==> config.mk <==
export PLATFORM = sky130hd
export DESIGN_NAME = running_standard_error_monitor_flat
export DESIGN_NICKNAME = d
export VERILOG_FILES = /design/src/hw/rtl/rsem_pkg.sv /design/src/hw/rtl/rsem_in_if.sv /design/src/hw/rtl/rsem_out_if.sv /design/src/hw/rtl/rsem_ctrl.sv /design/src/hw/rtl/rsem_dpath.sv /design/src/hw/rtl/running_standard_error_monitor.sv /design/src/flat_wrapper.sv
export SDC_FILE = /design/constraint.sdc
export NUM_CORES = 2
export LEC_CHECK = 0
export BUFFER_PORTS_ARGS = -buffer_cell sky130_fd_sc_hd__buf_2
export CAP_MARGIN = 25
export CORE_ASPECT_RATIO = 0.75
export CORE_UTILIZATION = 30
export CTS_CLUSTER_DIAMETER = 120
export CTS_CLUSTER_SIZE = 25
export DETAILED_ROUTE_END_ITERATION = 16
export GPL_TIMING_DRIVEN = 0
export SKIP_LAST_GASP = 1
export SLEW_MARGIN = 5
export SYNTH_ARGS = -nofsm -noshare
export SYNTH_HDL_FRONTEND = slang
export SYNTH_HIERARCHICAL = 1
export SYNTH_SLANG_ARGS = --single-unit
==> constraint.sdc <==
create_clock -name i_clk -period 8.7 [get_ports i_clk]
set_input_delay 1.305 -clock i_clk [delete_from_list [all_inputs] [get_ports i_clk]]
set_output_delay 1.305 -clock i_clk [all_outputs]
set_load 0.005 [all_outputs]
==> src/hw/rtl/rsem_pkg.sv <==
// shared types and constants of the running standard error monitor
`default_nettype none
package rsem_pkg;

    localparam int SQ_W     = 64;
    localparam int SE_W     = 20;
    localparam int WID_W    = 22;
    localparam int TOL_W    = 22;
    localparam int SQRT_W   = 64;
    localparam int SQRT_STEPS = SQRT_W / 2;
    localparam int ZMUL_W   = 32;
    localparam int Z_SHIFT  = 10;

    localparam logic [TOL_W-1:0]  TOL_RESET = 22'd1024;
    localparam logic [SE_W-1:0]   SE_MAX    = 20'hFFFFF;
    localparam logic [ZMUL_W-1:0] Z_NUM     = 32'd2638;

    typedef enum logic [3:0] {
        OP_NONE,
        OP_LOAD,
        OP_SQUARE,
        OP_ACCUM,
        OP_MUL_INIT,
        OP_MUL_STEP,
        OP_DIV1_INIT,
        OP_DIV_STEP,
        OP_DIV2_INIT,
        OP_SQRT_INIT,
        OP_SQRT_STEP,
        OP_SE,
        OP_WIDTH,
        OP_ZERO,
        OP_PUBLISH
    } t_op;

    typedef struct packed {
        logic count_lt2;
    } t_status;

endpackage
`default_nettype wire

==> src/hw/rtl/rsem_in_if.sv <==
// input channel: command and sample word
`default_nettype none
interface rsem_in_if #(
    parameter int SAMPLE_WIDTH = 20
);
    logic                           valid;
    logic                           ready;
    logic                           cmd;
    logic signed [SAMPLE_WIDTH-1:0] sample;

    modport source (output valid, output cmd, output sample, input ready);
    modport sink   (input valid, input cmd, input sample, output ready);
endinterface
`default_nettype wire

==> src/hw/rtl/rsem_out_if.sv <==
// output channel: statistics word
`default_nettype none
interface rsem_out_if #(
    parameter int COUNT_WIDTH = 24
);
    logic                   valid;
    logic                   ready;
    logic [19:0]            std_error;
    logic [21:0]            interval_width;
    logic [COUNT_WIDTH-1:0] count_out;
    logic                   converged;
    logic                   count_full;

    modport source (output valid, output std_error, output interval_width,
                    output count_out, output converged, output count_full,
                    input ready);
    modport sink   (input valid, input std_error, input interval_width,
                    input count_out, input converged, input count_full,
                    output ready);
endinterface
`default_nettype wire

==> src/hw/rtl/rsem_ctrl.sv <==
// sequencer for the accumulate, multiply, divide and square root steps
`default_nettype none
module rsem_ctrl #(
    parameter int SUM_W = 44,
    parameter int DIV_W = 88
) (
    input  wire logic             i_clk,
    input  wire logic             i_rst_n,
    input  wire logic             i_in_valid,
    output logic                  o_in_ready,
    output logic                  o_out_valid,
    input  wire logic             i_out_ready,
    input  wire rsem_pkg::t_status i_status,
    output rsem_pkg::t_op         o_op
);
    localparam int CNT_W = $clog2(DIV_W);

    typedef enum logic [3:0] {
        S_IDLE, S_SQ, S_ACC, S_CHK, S_MUL, S_DIV1I, S_DIV1, S_DIV2I, S_DIV2,
        S_SQRTI, S_SQRT, S_SE, S_WID, S_ZERO, S_FIN
    } t_state;

    t_state           r_state, n_state;
    logic [CNT_W-1:0] r_cnt, n_cnt;
    logic             r_out_valid, n_out_valid;
    logic             last;

    assign last        = (r_cnt == '0);
    assign o_in_ready  = (r_state == S_IDLE);
    assign o_out_valid = r_out_valid;

    always_comb begin
        n_state     = r_state;
        n_cnt       = r_cnt;
        n_out_valid = r_out_valid && !i_out_ready;
        o_op        = rsem_pkg::OP_NONE;
        unique case (r_state)
            S_IDLE: begin
                if (i_in_valid) begin
                    o_op    = rsem_pkg::OP_LOAD;
                    n_state = S_SQ;
                end
            end
            S_SQ: begin
                o_op    = rsem_pkg::OP_SQUARE;
                n_state = S_ACC;
            end
            S_ACC: begin
                o_op    = rsem_pkg::OP_ACCUM;
                n_state = S_CHK;
            end
            S_CHK: begin
                o_op    = rsem_pkg::OP_MUL_INIT;
                n_cnt   = CNT_W'(SUM_W - 1);
                n_state = i_status.count_lt2 ? S_ZERO : S_MUL;
            end
            S_MUL: begin
                o_op  = rsem_pkg::OP_MUL_STEP;
                n_cnt = r_cnt - 1'b1;
                if (last) n_state = S_DIV1I;
            end
            S_DIV1I: begin
                o_op    = rsem_pkg::OP_DIV1_INIT;
                n_cnt   = CNT_W'(DIV_W - 1);
                n_state = S_DIV1;
            end
            S_DIV1: begin
                o_op  = rsem_pkg::OP_DIV_STEP;
                n_cnt = r_cnt - 1'b1;
                if (last) n_state = S_DIV2I;
            end
            S_DIV2I: begin
                o_op    = rsem_pkg::OP_DIV2_INIT;
                n_cnt   = CNT_W'(DIV_W - 1);
                n_state = S_DIV2;
            end
            S_DIV2: begin
                o_op  = rsem_pkg::OP_DIV_STEP;
                n_cnt = r_cnt - 1'b1;
                if (last) n_state = S_SQRTI;
            end
            S_SQRTI: begin
                o_op    = rsem_pkg::OP_SQRT_INIT;
                n_cnt   = CNT_W'(rsem_pkg::SQRT_STEPS - 1);
                n_state = S_SQRT;
            end
            S_SQRT: begin
                o_op  = rsem_pkg::OP_SQRT_STEP;
                n_cnt = r_cnt - 1'b1;
                if (last) n_state = S_SE;
            end
            S_SE: begin
                o_op    = rsem_pkg::OP_SE;
                n_state = S_WID;
            end
            S_WID: begin
                o_op    = rsem_pkg::OP_WIDTH;
                n_state = S_FIN;
            end
            S_ZERO: begin
                o_op    = rsem_pkg::OP_ZERO;
                n_state = S_FIN;
            end
            S_FIN: begin
                // output register free or emptying this cycle
                if (!r_out_valid || i_out_ready) begin
                    o_op        = rsem_pkg::OP_PUBLISH;
                    n_out_valid = 1'b1;
                    n_state     = S_IDLE;
                end
            end
            default: n_state = S_IDLE;
        endcase
    end

    always_ff @(posedge i_clk) begin
        if (!i_rst_n) begin
            r_state     <= S_IDLE;
            r_cnt       <= '0;
            r_out_valid <= 1'b0;
        end else begin
            r_state     <= n_state;
            r_cnt       <= n_cnt;
            r_out_valid <= n_out_valid;
        end
    end
endmodule
`default_nettype wire

==> src/hw/rtl/rsem_dpath.sv <==
// accumulators, shift-add multiplier, restoring divider and square root
`default_nettype none
module rsem_dpath #(
    parameter int SAMPLE_WIDTH = 20,
    parameter int COUNT_WIDTH  = 24,
    parameter int SUM_W        = 44,
    parameter int DIV_W        = 88
) (
    input  wire logic                           i_clk,
    input  wire logic                           i_rst_n,
    input  wire rsem_pkg::t_op                  i_op,
    input  wire logic                           i_cmd,
    input  wire logic signed [SAMPLE_WIDTH-1:0] i_sample,
    input  wire logic                           i_cfg_we,
    input  wire logic [rsem_pkg::TOL_W-1:0]     i_cfg_data,
    output rsem_pkg::t_status                   o_status,
    output logic [rsem_pkg::SE_W-1:0]           o_std_error,
    output logic [rsem_pkg::WID_W-1:0]          o_interval_width,
    output logic [COUNT_WIDTH-1:0]              o_count_out,
    output logic                                o_converged,
    output logic                                o_count_full
);
    localparam int SQ_W  = rsem_pkg::SQ_W;
    localparam int RT_W  = rsem_pkg::SQRT_W;
    localparam int DVW   = 2 * COUNT_WIDTH;
    localparam int SMP_SQ_W = 2 * SAMPLE_WIDTH;

    logic [rsem_pkg::TOL_W-1:0]     r_tol;
    logic                           r_cmd;
    logic signed [SAMPLE_WIDTH-1:0] r_sample;
    logic [SMP_SQ_W-1:0]            r_sq;
    logic signed [SUM_W-1:0]        r_sum;
    logic [SQ_W-1:0]                r_sqsum;
    logic [COUNT_WIDTH-1:0]         r_count;
    logic                           r_full;
    logic [SUM_W-1:0]               r_mag;
    logic [SUM_W-1:0]               r_mbits;
    logic [2*SUM_W-1:0]             r_prod;
    logic [DIV_W-1:0]               r_z;
    logic [DVW-1:0]                 r_rem;
    logic [DVW-1:0]                 r_div;
    logic [RT_W-1:0]                r_v;
    logic [RT_W-1:0]                r_res;
    logic [RT_W-1:0]                r_bit;
    logic [rsem_pkg::SE_W-1:0]      r_se;
    logic [rsem_pkg::WID_W-1:0]     r_wid;
    logic                           r_conv;

    logic [SAMPLE_WIDTH-1:0]        smp_mag;
    logic [SUM_W-1:0]               sum_mag;
    logic [SQ_W:0]                  sq_add;
    logic [DVW:0]                   div_t;
    logic                           div_ge;
    logic [SQ_W-1:0]                q_sat;
    logic [SQ_W-1:0]                d_var;
    logic [RT_W-1:0]                rt_try;
    logic [rsem_pkg::ZMUL_W-1:0]    z_prod;
    logic [rsem_pkg::WID_W-1:0]     wid_val;

    assign smp_mag = r_sample[SAMPLE_WIDTH-1] ? SAMPLE_WIDTH'(-r_sample)
                                              : SAMPLE_WIDTH'(r_sample);
    assign sum_mag = r_sum[SUM_W-1] ? SUM_W'(-r_sum) : SUM_W'(r_sum);
    assign sq_add  = {1'b0, r_sqsum} + (SQ_W+1)'(r_sq);
    assign div_t   = {r_rem, r_z[DIV_W-1]};
    assign div_ge  = (div_t >= {1'b0, r_div});
    // quotient above 64 bits counts as saturated
    assign q_sat   = ((r_z >> SQ_W) != '0) ? '1 : r_z[SQ_W-1:0];
    assign d_var   = (q_sat <= r_sqsum) ? (r_sqsum - q_sat) : '0;
    assign rt_try  = r_res + r_bit;
    assign z_prod  = rsem_pkg::ZMUL_W'(r_se) * rsem_pkg::Z_NUM;
    assign wid_val = z_prod[rsem_pkg::ZMUL_W-1:rsem_pkg::Z_SHIFT];

    assign o_status.count_lt2 = (r_count < COUNT_WIDTH'(2));

    always_ff @(posedge i_clk) begin
        if (!i_rst_n) begin
            r_tol <= rsem_pkg::TOL_RESET;
        end else if (i_cfg_we) begin
            r_tol <= i_cfg_data;
        end
    end

    always_ff @(posedge i_clk) begin
        if (!i_rst_n) begin
            r_sum   <= '0;
            r_sqsum <= '0;
            r_count <= '0;
            r_full  <= 1'b0;
        end else if (i_op == rsem_pkg::OP_ACCUM) begin
            if (r_cmd) begin
                r_sum   <= '0;
                r_sqsum <= '0;
                r_count <= '0;
                r_full  <= 1'b0;
            end else if (&r_count) begin
                r_full <= 1'b1;
            end else begin
                r_sum   <= r_sum + SUM_W'(r_sample);
                r_sqsum <= sq_add[SQ_W] ? '1 : sq_add[SQ_W-1:0];
                r_count <= r_count + 1'b1;
                r_full  <= 1'b0;
            end
        end
    end

    always_ff @(posedge i_clk) begin
        unique case (i_op)
            rsem_pkg::OP_LOAD: begin
                r_cmd    <= i_cmd;
                r_sample <= i_sample;
            end
            rsem_pkg::OP_SQUARE: begin
                r_sq <= SMP_SQ_W'(smp_mag) * SMP_SQ_W'(smp_mag);
            end
            rsem_pkg::OP_MUL_INIT: begin
                r_mag   <= sum_mag;
                r_mbits <= sum_mag;
                r_prod  <= '0;
            end
            rsem_pkg::OP_MUL_STEP: begin
                r_prod  <= {r_prod[2*SUM_W-2:0], 1'b0}
                         + (r_mbits[SUM_W-1] ? (2*SUM_W)'(r_mag) : '0);
                r_mbits <= {r_mbits[SUM_W-2:0], 1'b0};
            end
            rsem_pkg::OP_DIV1_INIT: begin
                r_z   <= DIV_W'(r_prod);
                r_rem <= '0;
                r_div <= DVW'(r_count);
            end
            rsem_pkg::OP_DIV_STEP: begin
                r_rem <= div_ge ? DVW'(div_t - {1'b0, r_div}) : DVW'(div_t);
                r_z   <= {r_z[DIV_W-2:0], div_ge};
            end
            rsem_pkg::OP_DIV2_INIT: begin
                r_z   <= DIV_W'(d_var);
                r_rem <= '0;
                r_div <= DVW'(r_count - 1'b1) * DVW'(r_count);
            end
            rsem_pkg::OP_SQRT_INIT: begin
                r_v   <= r_z[RT_W-1:0];
                r_res <= '0;
                r_bit <= RT_W'(1) << (RT_W - 2);
            end
            rsem_pkg::OP_SQRT_STEP: begin
                if (r_v >= rt_try) begin
                    r_v   <= r_v - rt_try;
                    r_res <= (r_res >> 1) + r_bit;
                end else begin
                    r_res <= r_res >> 1;
                end
                r_bit <= r_bit >> 2;
            end
            rsem_pkg::OP_SE: begin
                r_se <= (r_res > RT_W'(rsem_pkg::SE_MAX)) ? rsem_pkg::SE_MAX
                                                          : r_res[rsem_pkg::SE_W-1:0];
            end
            rsem_pkg::OP_WIDTH: begin
                r_wid  <= wid_val;
                r_conv <= !o_status.count_lt2 && (wid_val <= r_tol);
            end
            rsem_pkg::OP_ZERO: begin
                r_se   <= '0;
                r_wid  <= '0;
                r_conv <= 1'b0;
            end
            rsem_pkg::OP_PUBLISH: begin
                o_std_error      <= r_se;
                o_interval_width <= r_wid;
                o_count_out      <= r_count;
                o_converged      <= r_conv;
                o_count_full     <= r_full;
            end
            default: begin
            end
        endcase
    end
endmodule
`default_nettype wire

==> src/hw/rtl/running_standard_error_monitor.sv <==
// top level of the running standard error monitor
// usage:
//   i_in carries one word per item: cmd 0 adds sample (signed Q10.10) to the
//   running sums, cmd 1 clears them. every item gives one word on o_out with
//   the standard error, the 99% interval half-width, the count, the converged flag
//   and the count_full flag (sample dropped because the count is saturated).
//   i_cfg_we / i_cfg_data write the tolerance on interval width (reset 1024).
// timing:
//   one item at a time; i_in.ready is high only while the sequencer is idle.
//   with n >= 2 an item runs through the bit-serial square of the sum, two
//   restoring divisions of DIV_W steps and a 32-step square root before
//   o_out.valid; with n < 2 or after a clear these are skipped and the
//   results are zeroed. a new item is accepted only after the last result
//   has been published to the output register.
// reset:
//   synchronous, active low; sums and count go to zero, tolerance to 1024.
// stall:
//   a result held in the output register lets the next item be accepted; if
//   the receiver still holds it when the next result is ready, the block waits.
`default_nettype none
module running_standard_error_monitor #(
    parameter int SAMPLE_WIDTH = 20,
    parameter int COUNT_WIDTH  = 24
) (
    input  wire logic                       i_clk,
    input  wire logic                       i_rst_n,
    rsem_in_if.sink                         i_in,
    rsem_out_if.source                      o_out,
    input  wire logic                       i_cfg_we,
    input  wire logic [rsem_pkg::TOL_W-1:0] i_cfg_data
);
    localparam int SUM_W = SAMPLE_WIDTH + COUNT_WIDTH;
    localparam int DIV_W = (2 * SUM_W > rsem_pkg::SQ_W) ? 2 * SUM_W : rsem_pkg::SQ_W;

    rsem_pkg::t_op     op;
    rsem_pkg::t_status status;

    rsem_ctrl #(
        .SUM_W (SUM_W),
        .DIV_W (DIV_W)
    ) u_ctrl (
        .i_clk       (i_clk),
        .i_rst_n     (i_rst_n),
        .i_in_valid  (i_in.valid),
        .o_in_ready  (i_in.ready),
        .o_out_valid (o_out.valid),
        .i_out_ready (o_out.ready),
        .i_status    (status),
        .o_op        (op)
    );

    rsem_dpath #(
        .SAMPLE_WIDTH (SAMPLE_WIDTH),
        .COUNT_WIDTH  (COUNT_WIDTH),
        .SUM_W        (SUM_W),
        .DIV_W        (DIV_W)
    ) u_dpath (
        .i_clk            (i_clk),
        .i_rst_n          (i_rst_n),
        .i_op             (op),
        .i_cmd            (i_in.cmd),
        .i_sample         (i_in.sample),
        .i_cfg_we         (i_cfg_we),
        .i_cfg_data       (i_cfg_data),
        .o_status         (status),
        .o_std_error      (o_out.std_error),
        .o_interval_width (o_out.interval_width),
        .o_count_out      (o_out.count_out),
        .o_converged      (o_out.converged),
        .o_count_full     (o_out.count_full)
    );

`ifndef ASSERT_OFF
    a_busy_after_accept: assert property (@(posedge i_clk) disable iff (!i_rst_n)
        i_in.valid && i_in.ready |=> !i_in.ready)
        else $error("input taken again while busy");

    a_conv_needs_two: assert property (@(posedge i_clk) disable iff (!i_rst_n)
        o_out.valid && o_out.converged |-> o_out.count_out >= COUNT_WIDTH'(2))
        else $error("converged with fewer than two samples");

    a_full_at_max: assert property (@(posedge i_clk) disable iff (!i_rst_n)
        o_out.valid && o_out.count_full |-> &o_out.count_out)
        else $error("count_full below maximum count");
`endif
endmodule
`default_nettype wire
==> src/flat_wrapper.sv <==
// flat-port wrapper written by rule: the top's interface ports become plain ports
module running_standard_error_monitor_flat 
#(
    parameter int SAMPLE_WIDTH = 20,
    parameter int COUNT_WIDTH  = 24
)
  (i_clk, i_rst_n, i_cfg_we, i_cfg_data, i_in_valid, i_in_cmd, i_in_sample, i_in_ready, o_out_valid, o_out_std_error, o_out_interval_width, o_out_count_out, o_out_converged, o_out_count_full, o_out_ready);
  rsem_in_if #(.SAMPLE_WIDTH(SAMPLE_WIDTH)) i_in_i ();
  rsem_out_if #(.COUNT_WIDTH(COUNT_WIDTH)) o_out_i ();
  input  wire logic i_clk;
  input  wire logic i_rst_n;
  input  wire logic i_cfg_we;
  input  wire logic [rsem_pkg::TOL_W-1:0] i_cfg_data;
  input wire logic [$bits(i_in_i.valid)-1:0] i_in_valid;
  input wire logic [$bits(i_in_i.cmd)-1:0] i_in_cmd;
  input wire logic [$bits(i_in_i.sample)-1:0] i_in_sample;
  output wire logic [$bits(i_in_i.ready)-1:0] i_in_ready;
  output wire logic [$bits(o_out_i.valid)-1:0] o_out_valid;
  output wire logic [$bits(o_out_i.std_error)-1:0] o_out_std_error;
  output wire logic [$bits(o_out_i.interval_width)-1:0] o_out_interval_width;
  output wire logic [$bits(o_out_i.count_out)-1:0] o_out_count_out;
  output wire logic [$bits(o_out_i.converged)-1:0] o_out_converged;
  output wire logic [$bits(o_out_i.count_full)-1:0] o_out_count_full;
  input wire logic [$bits(o_out_i.ready)-1:0] o_out_ready;
  assign i_in_i.valid = i_in_valid;
  assign i_in_i.cmd = i_in_cmd;
  assign i_in_i.sample = i_in_sample;
  assign i_in_ready = i_in_i.ready;
  assign o_out_valid = o_out_i.valid;
  assign o_out_std_error = o_out_i.std_error;
  assign o_out_interval_width = o_out_i.interval_width;
  assign o_out_count_out = o_out_i.count_out;
  assign o_out_converged = o_out_i.converged;
  assign o_out_count_full = o_out_i.count_full;
  assign o_out_i.ready = o_out_ready;
  running_standard_error_monitor #(.SAMPLE_WIDTH(SAMPLE_WIDTH), .COUNT_WIDTH(COUNT_WIDTH)) u_core (.i_clk(i_clk), .i_rst_n(i_rst_n), .i_in(i_in_i), .o_out(o_out_i), .i_cfg_we(i_cfg_we), .i_cfg_data(i_cfg_data));
endmodule
==> metrics <==
worst-margin pin slew=1.19 ns; Total Wirelength=298000 um; clock root cell=clkbuf_16; All-Layer GR Usage=0.185; number of flops mapped to enable cells by yosys=691; Site Rows=177; # fillers=31900; DR vias/cell=5.10; CP most frequent cell=fa_1; status=finished with violations; pre-CTS setup slack=-2.62 ns; Reg-to-Reg Start=u_core/u_dpath/r_count[9]$_SDFFE_PN0P_; CTS tree=yes; Die X-Extent=648 um; die height=486 um; HP Start=u_core/u_dpath/r_wid[2]$_SDFFCE_PP0P_; Yosys reg bits=858; failing checks=negative setup slack; kind of critical path=flop to flop; hpwl dp=241000 um; CP max stage delay=0.57 ns; Layout area overhead=12.2%; # port buffers=116; Inst Count DP=14500; top-count cell post-synth=inv_1; area of the die=315000 um2; Worst EP arrival=9.77 ns; share of cells above drive strength 1=0.0754; worst skew pair latency=0.73 ns; Nets=12300; final setup margin=-0.658 ns; Critical Path Start=u_core/u_dpath/r_count[9]$_SDFFE_PN0P_; CP required=9.11 ns; max_slew headroom=0.207; Yosys top cell by area=edfxtp_1; Non-Filler Instances=14700; TritonCTS Buffers=42; # IOs=118; GR Overflow Total=0; fraction of registers with async set/reset=0; Fin. Hold Viols=0; syn avg cell area=9.27 um2; final setup fails=17; Final Max Tran Viols=0; core area=311000 um2; H-tree depth=2; Worst path slowest cell=fa_1; CP max FO=8; sequential area share after synthesis=0.257; top_reg_cell synth=edfxtp_1; worst hold path class=flop to flop; 1st-iter DRT viols=7714; CTS clk-pin slew, worst paths=0.11 ns; Clock Path Buffers=3; Initial Util=0.302; Residual DRC=0; Final min period=9.36 ns; global placement routability congestion=0.951; routed len/inst=20.3 um; top cell type's share of synthesized area=0.221; largest net degree at the start of global routing=58; vias in the first global route=70800; post-route ant nets=0; CP endpoint kind=flop; Clock Sinks=858; first-pass GRT wire length=449000 um; startpoint types=flop; Synth area leaders=edfxtp_1 22%, fa_1 21%, ha_1 11%, inv_1 5.6%, dfxtp_1 3.6%; number of max-cap violations=0; number of synthesis warnings=6; Yosys cell types=97; Post-Syn Instances=10100; FMAX=107 MHz; Pre-antenna DRT Iters=6; Period Utilization, post-route=1.08; clk_skew=0.0773 ns; post-synthesis cell area=93900 um2; antenna violations before repair=20; RSZ-0062 raised after global routing=true; Synth top cells by count=1389 x inv_1, 964 x fa_1, 882 x nor2_1; # hold bufs at CTS=0; DR vias=74900
-- repair_timing --
item / CTS / global route
gates resized for setup: 296 / 269
pin swaps: 47 / 108
setup buffers: 62 / 81
cloned: 0 / 1
setup endpoints to repair: 63 / 41
-- per-stage QoR --
stage / cell area, um2 / util / TNS [ns] / hold WS (ns)
final: 105000 / 0.339 / -5.52 / 0.427
after global routing: 105000 / 0.339 / -9.36 / 0.432
after CTS: 104000 / 0.334 / -6.90 / 0.428
after detailed placement: 101000 / 0.325 / -98.20 / 0.405
after global placement: 99900 / 0.322 / -1110.14 / 0.402
after floorplan: 94200 / - / -0.00618 / 0.400
-- sequential cells by signal, summed over array words and instances, names as in the netlist, 48 cells and up --
name and cells:
u_core/u_dpath/r_v 64, u_core/u_dpath/r_res 64, u_core/u_dpath/r_sqsum 64, u_core/u_dpath/r_z 88, u_core/u_dpath/r_div 48, u_core/u_dpath/r_rem 48, u_core/u_dpath/r_prod 88
-- logic make-up (layout without fill, tap and decap cells) --
| family | after synthesis | in the layout | synth area share |
|---|---|---|---|
| compound gates | 2030 | 2030 | 0.138 |
| xor+xnor | 616 | 616 | 0.0575 |
| fa+ha+maj | 1763 | 1763 | 0.312 |
| buf+inv | 1818 | 2201 | 0.0733 |
| flops | 858 | 858 | 0.257 |
| mux | 50 | 50 | 0.00554 |
| other cells | 2 | 62 | 0.0000800 |
| simple gates | 2989 | 2989 | 0.157 |
-- routing by layer --
| metal | GRT usage | wire length (um) | vias to the layer above |
|---|---|---|---|
| li1 | - | - | 34800 |
| met1 | 0.295 | 147000 | 36800 |
| met2 | 0.250 | 116000 | 2984 |
| met3 | 0.0409 | 29500 | 310 |
| met4 | 0.0335 | 5590 | 10 |
| met5 | 0 | 73 | - |
-- worst paths after layout --
check	end	slack [ns]	cells after the start
worst max-delay path	u_core/u_dpath/r_div[47]$_SDFFCE_PN0P_	-0.66	31
worst min-delay path	u_core/u_dpath/o_interval_width[2]$_DFFE_PN_	0.43	0
worst max register to register	u_core/u_dpath/r_div[47]$_SDFFCE_PN0P_	-0.66	31
worst min register to register	u_core/u_dpath/o_interval_width[2]$_DFFE_PN_	0.43	0
-- worst max-delay path, delay by kind of cell, from the launching register on --
| family | cells | cell delay (ns) |
|---|---|---|
| fa+ha+maj | 9 | 4.12 |
| buf+inv | 5 | 0.43 |
| flops | 1 | 0.37 |
| compound gates | 9 | 2.16 |
| xor+xnor | 1 | 0.20 |
| simple gates | 7 | 1.77 |
-- layout make-up --
type / instances / area [um2] / share of cell area
flip-flops and latches: 858 / 24100 / 0.229
clock inverters: 8 / 150 / 0.00143
multi-input cells: 7503 / 64700 / 0.614
repair buffers: 312 / 2590 / 0.0246
well taps: 4117 / 5150 / 0.0489
diodes: 7 / 17.5 / 0.000166
clock buffers: 70 / 1160 / 0.0110
inverters: 1400 / 5300 / 0.0503
plain buffers: 411 / 2130 / 0.0202
-- cells in the final DEF, fill, tap and decap left out, types with 48 or more instances in the layout --
master / n
xnor2_1: 341
o31ai_1: 49
buf_4: 149
a31oi_1: 96
nor3_1: 87
buf_2: 129
and3_1: 69
dfxtp_1: 158
clkbuf_1: 325
conb_1: 55
nand3_1: 131
and2_1: 109
a22oi_1: 67
nand2b_1: 312
edfxtp_1: 691
nand4_1: 100
nor2b_1: 360
a21oi_1: 462
clkbuf_16: 48
ha_1: 758
a211oi_1: 69
nor4_1: 55
nor2_1: 862
xor2_1: 252
nand2_1: 667
o21bai_1: 83
fa_1: 958
o21ai_0: 525
o21a_1: 56
inv_1: 1373
a21o_1: 252
Power is left out: the tool's default activity adds up to more than one toggle a clock period on the data nets, which glitch-free logic cannot reach.
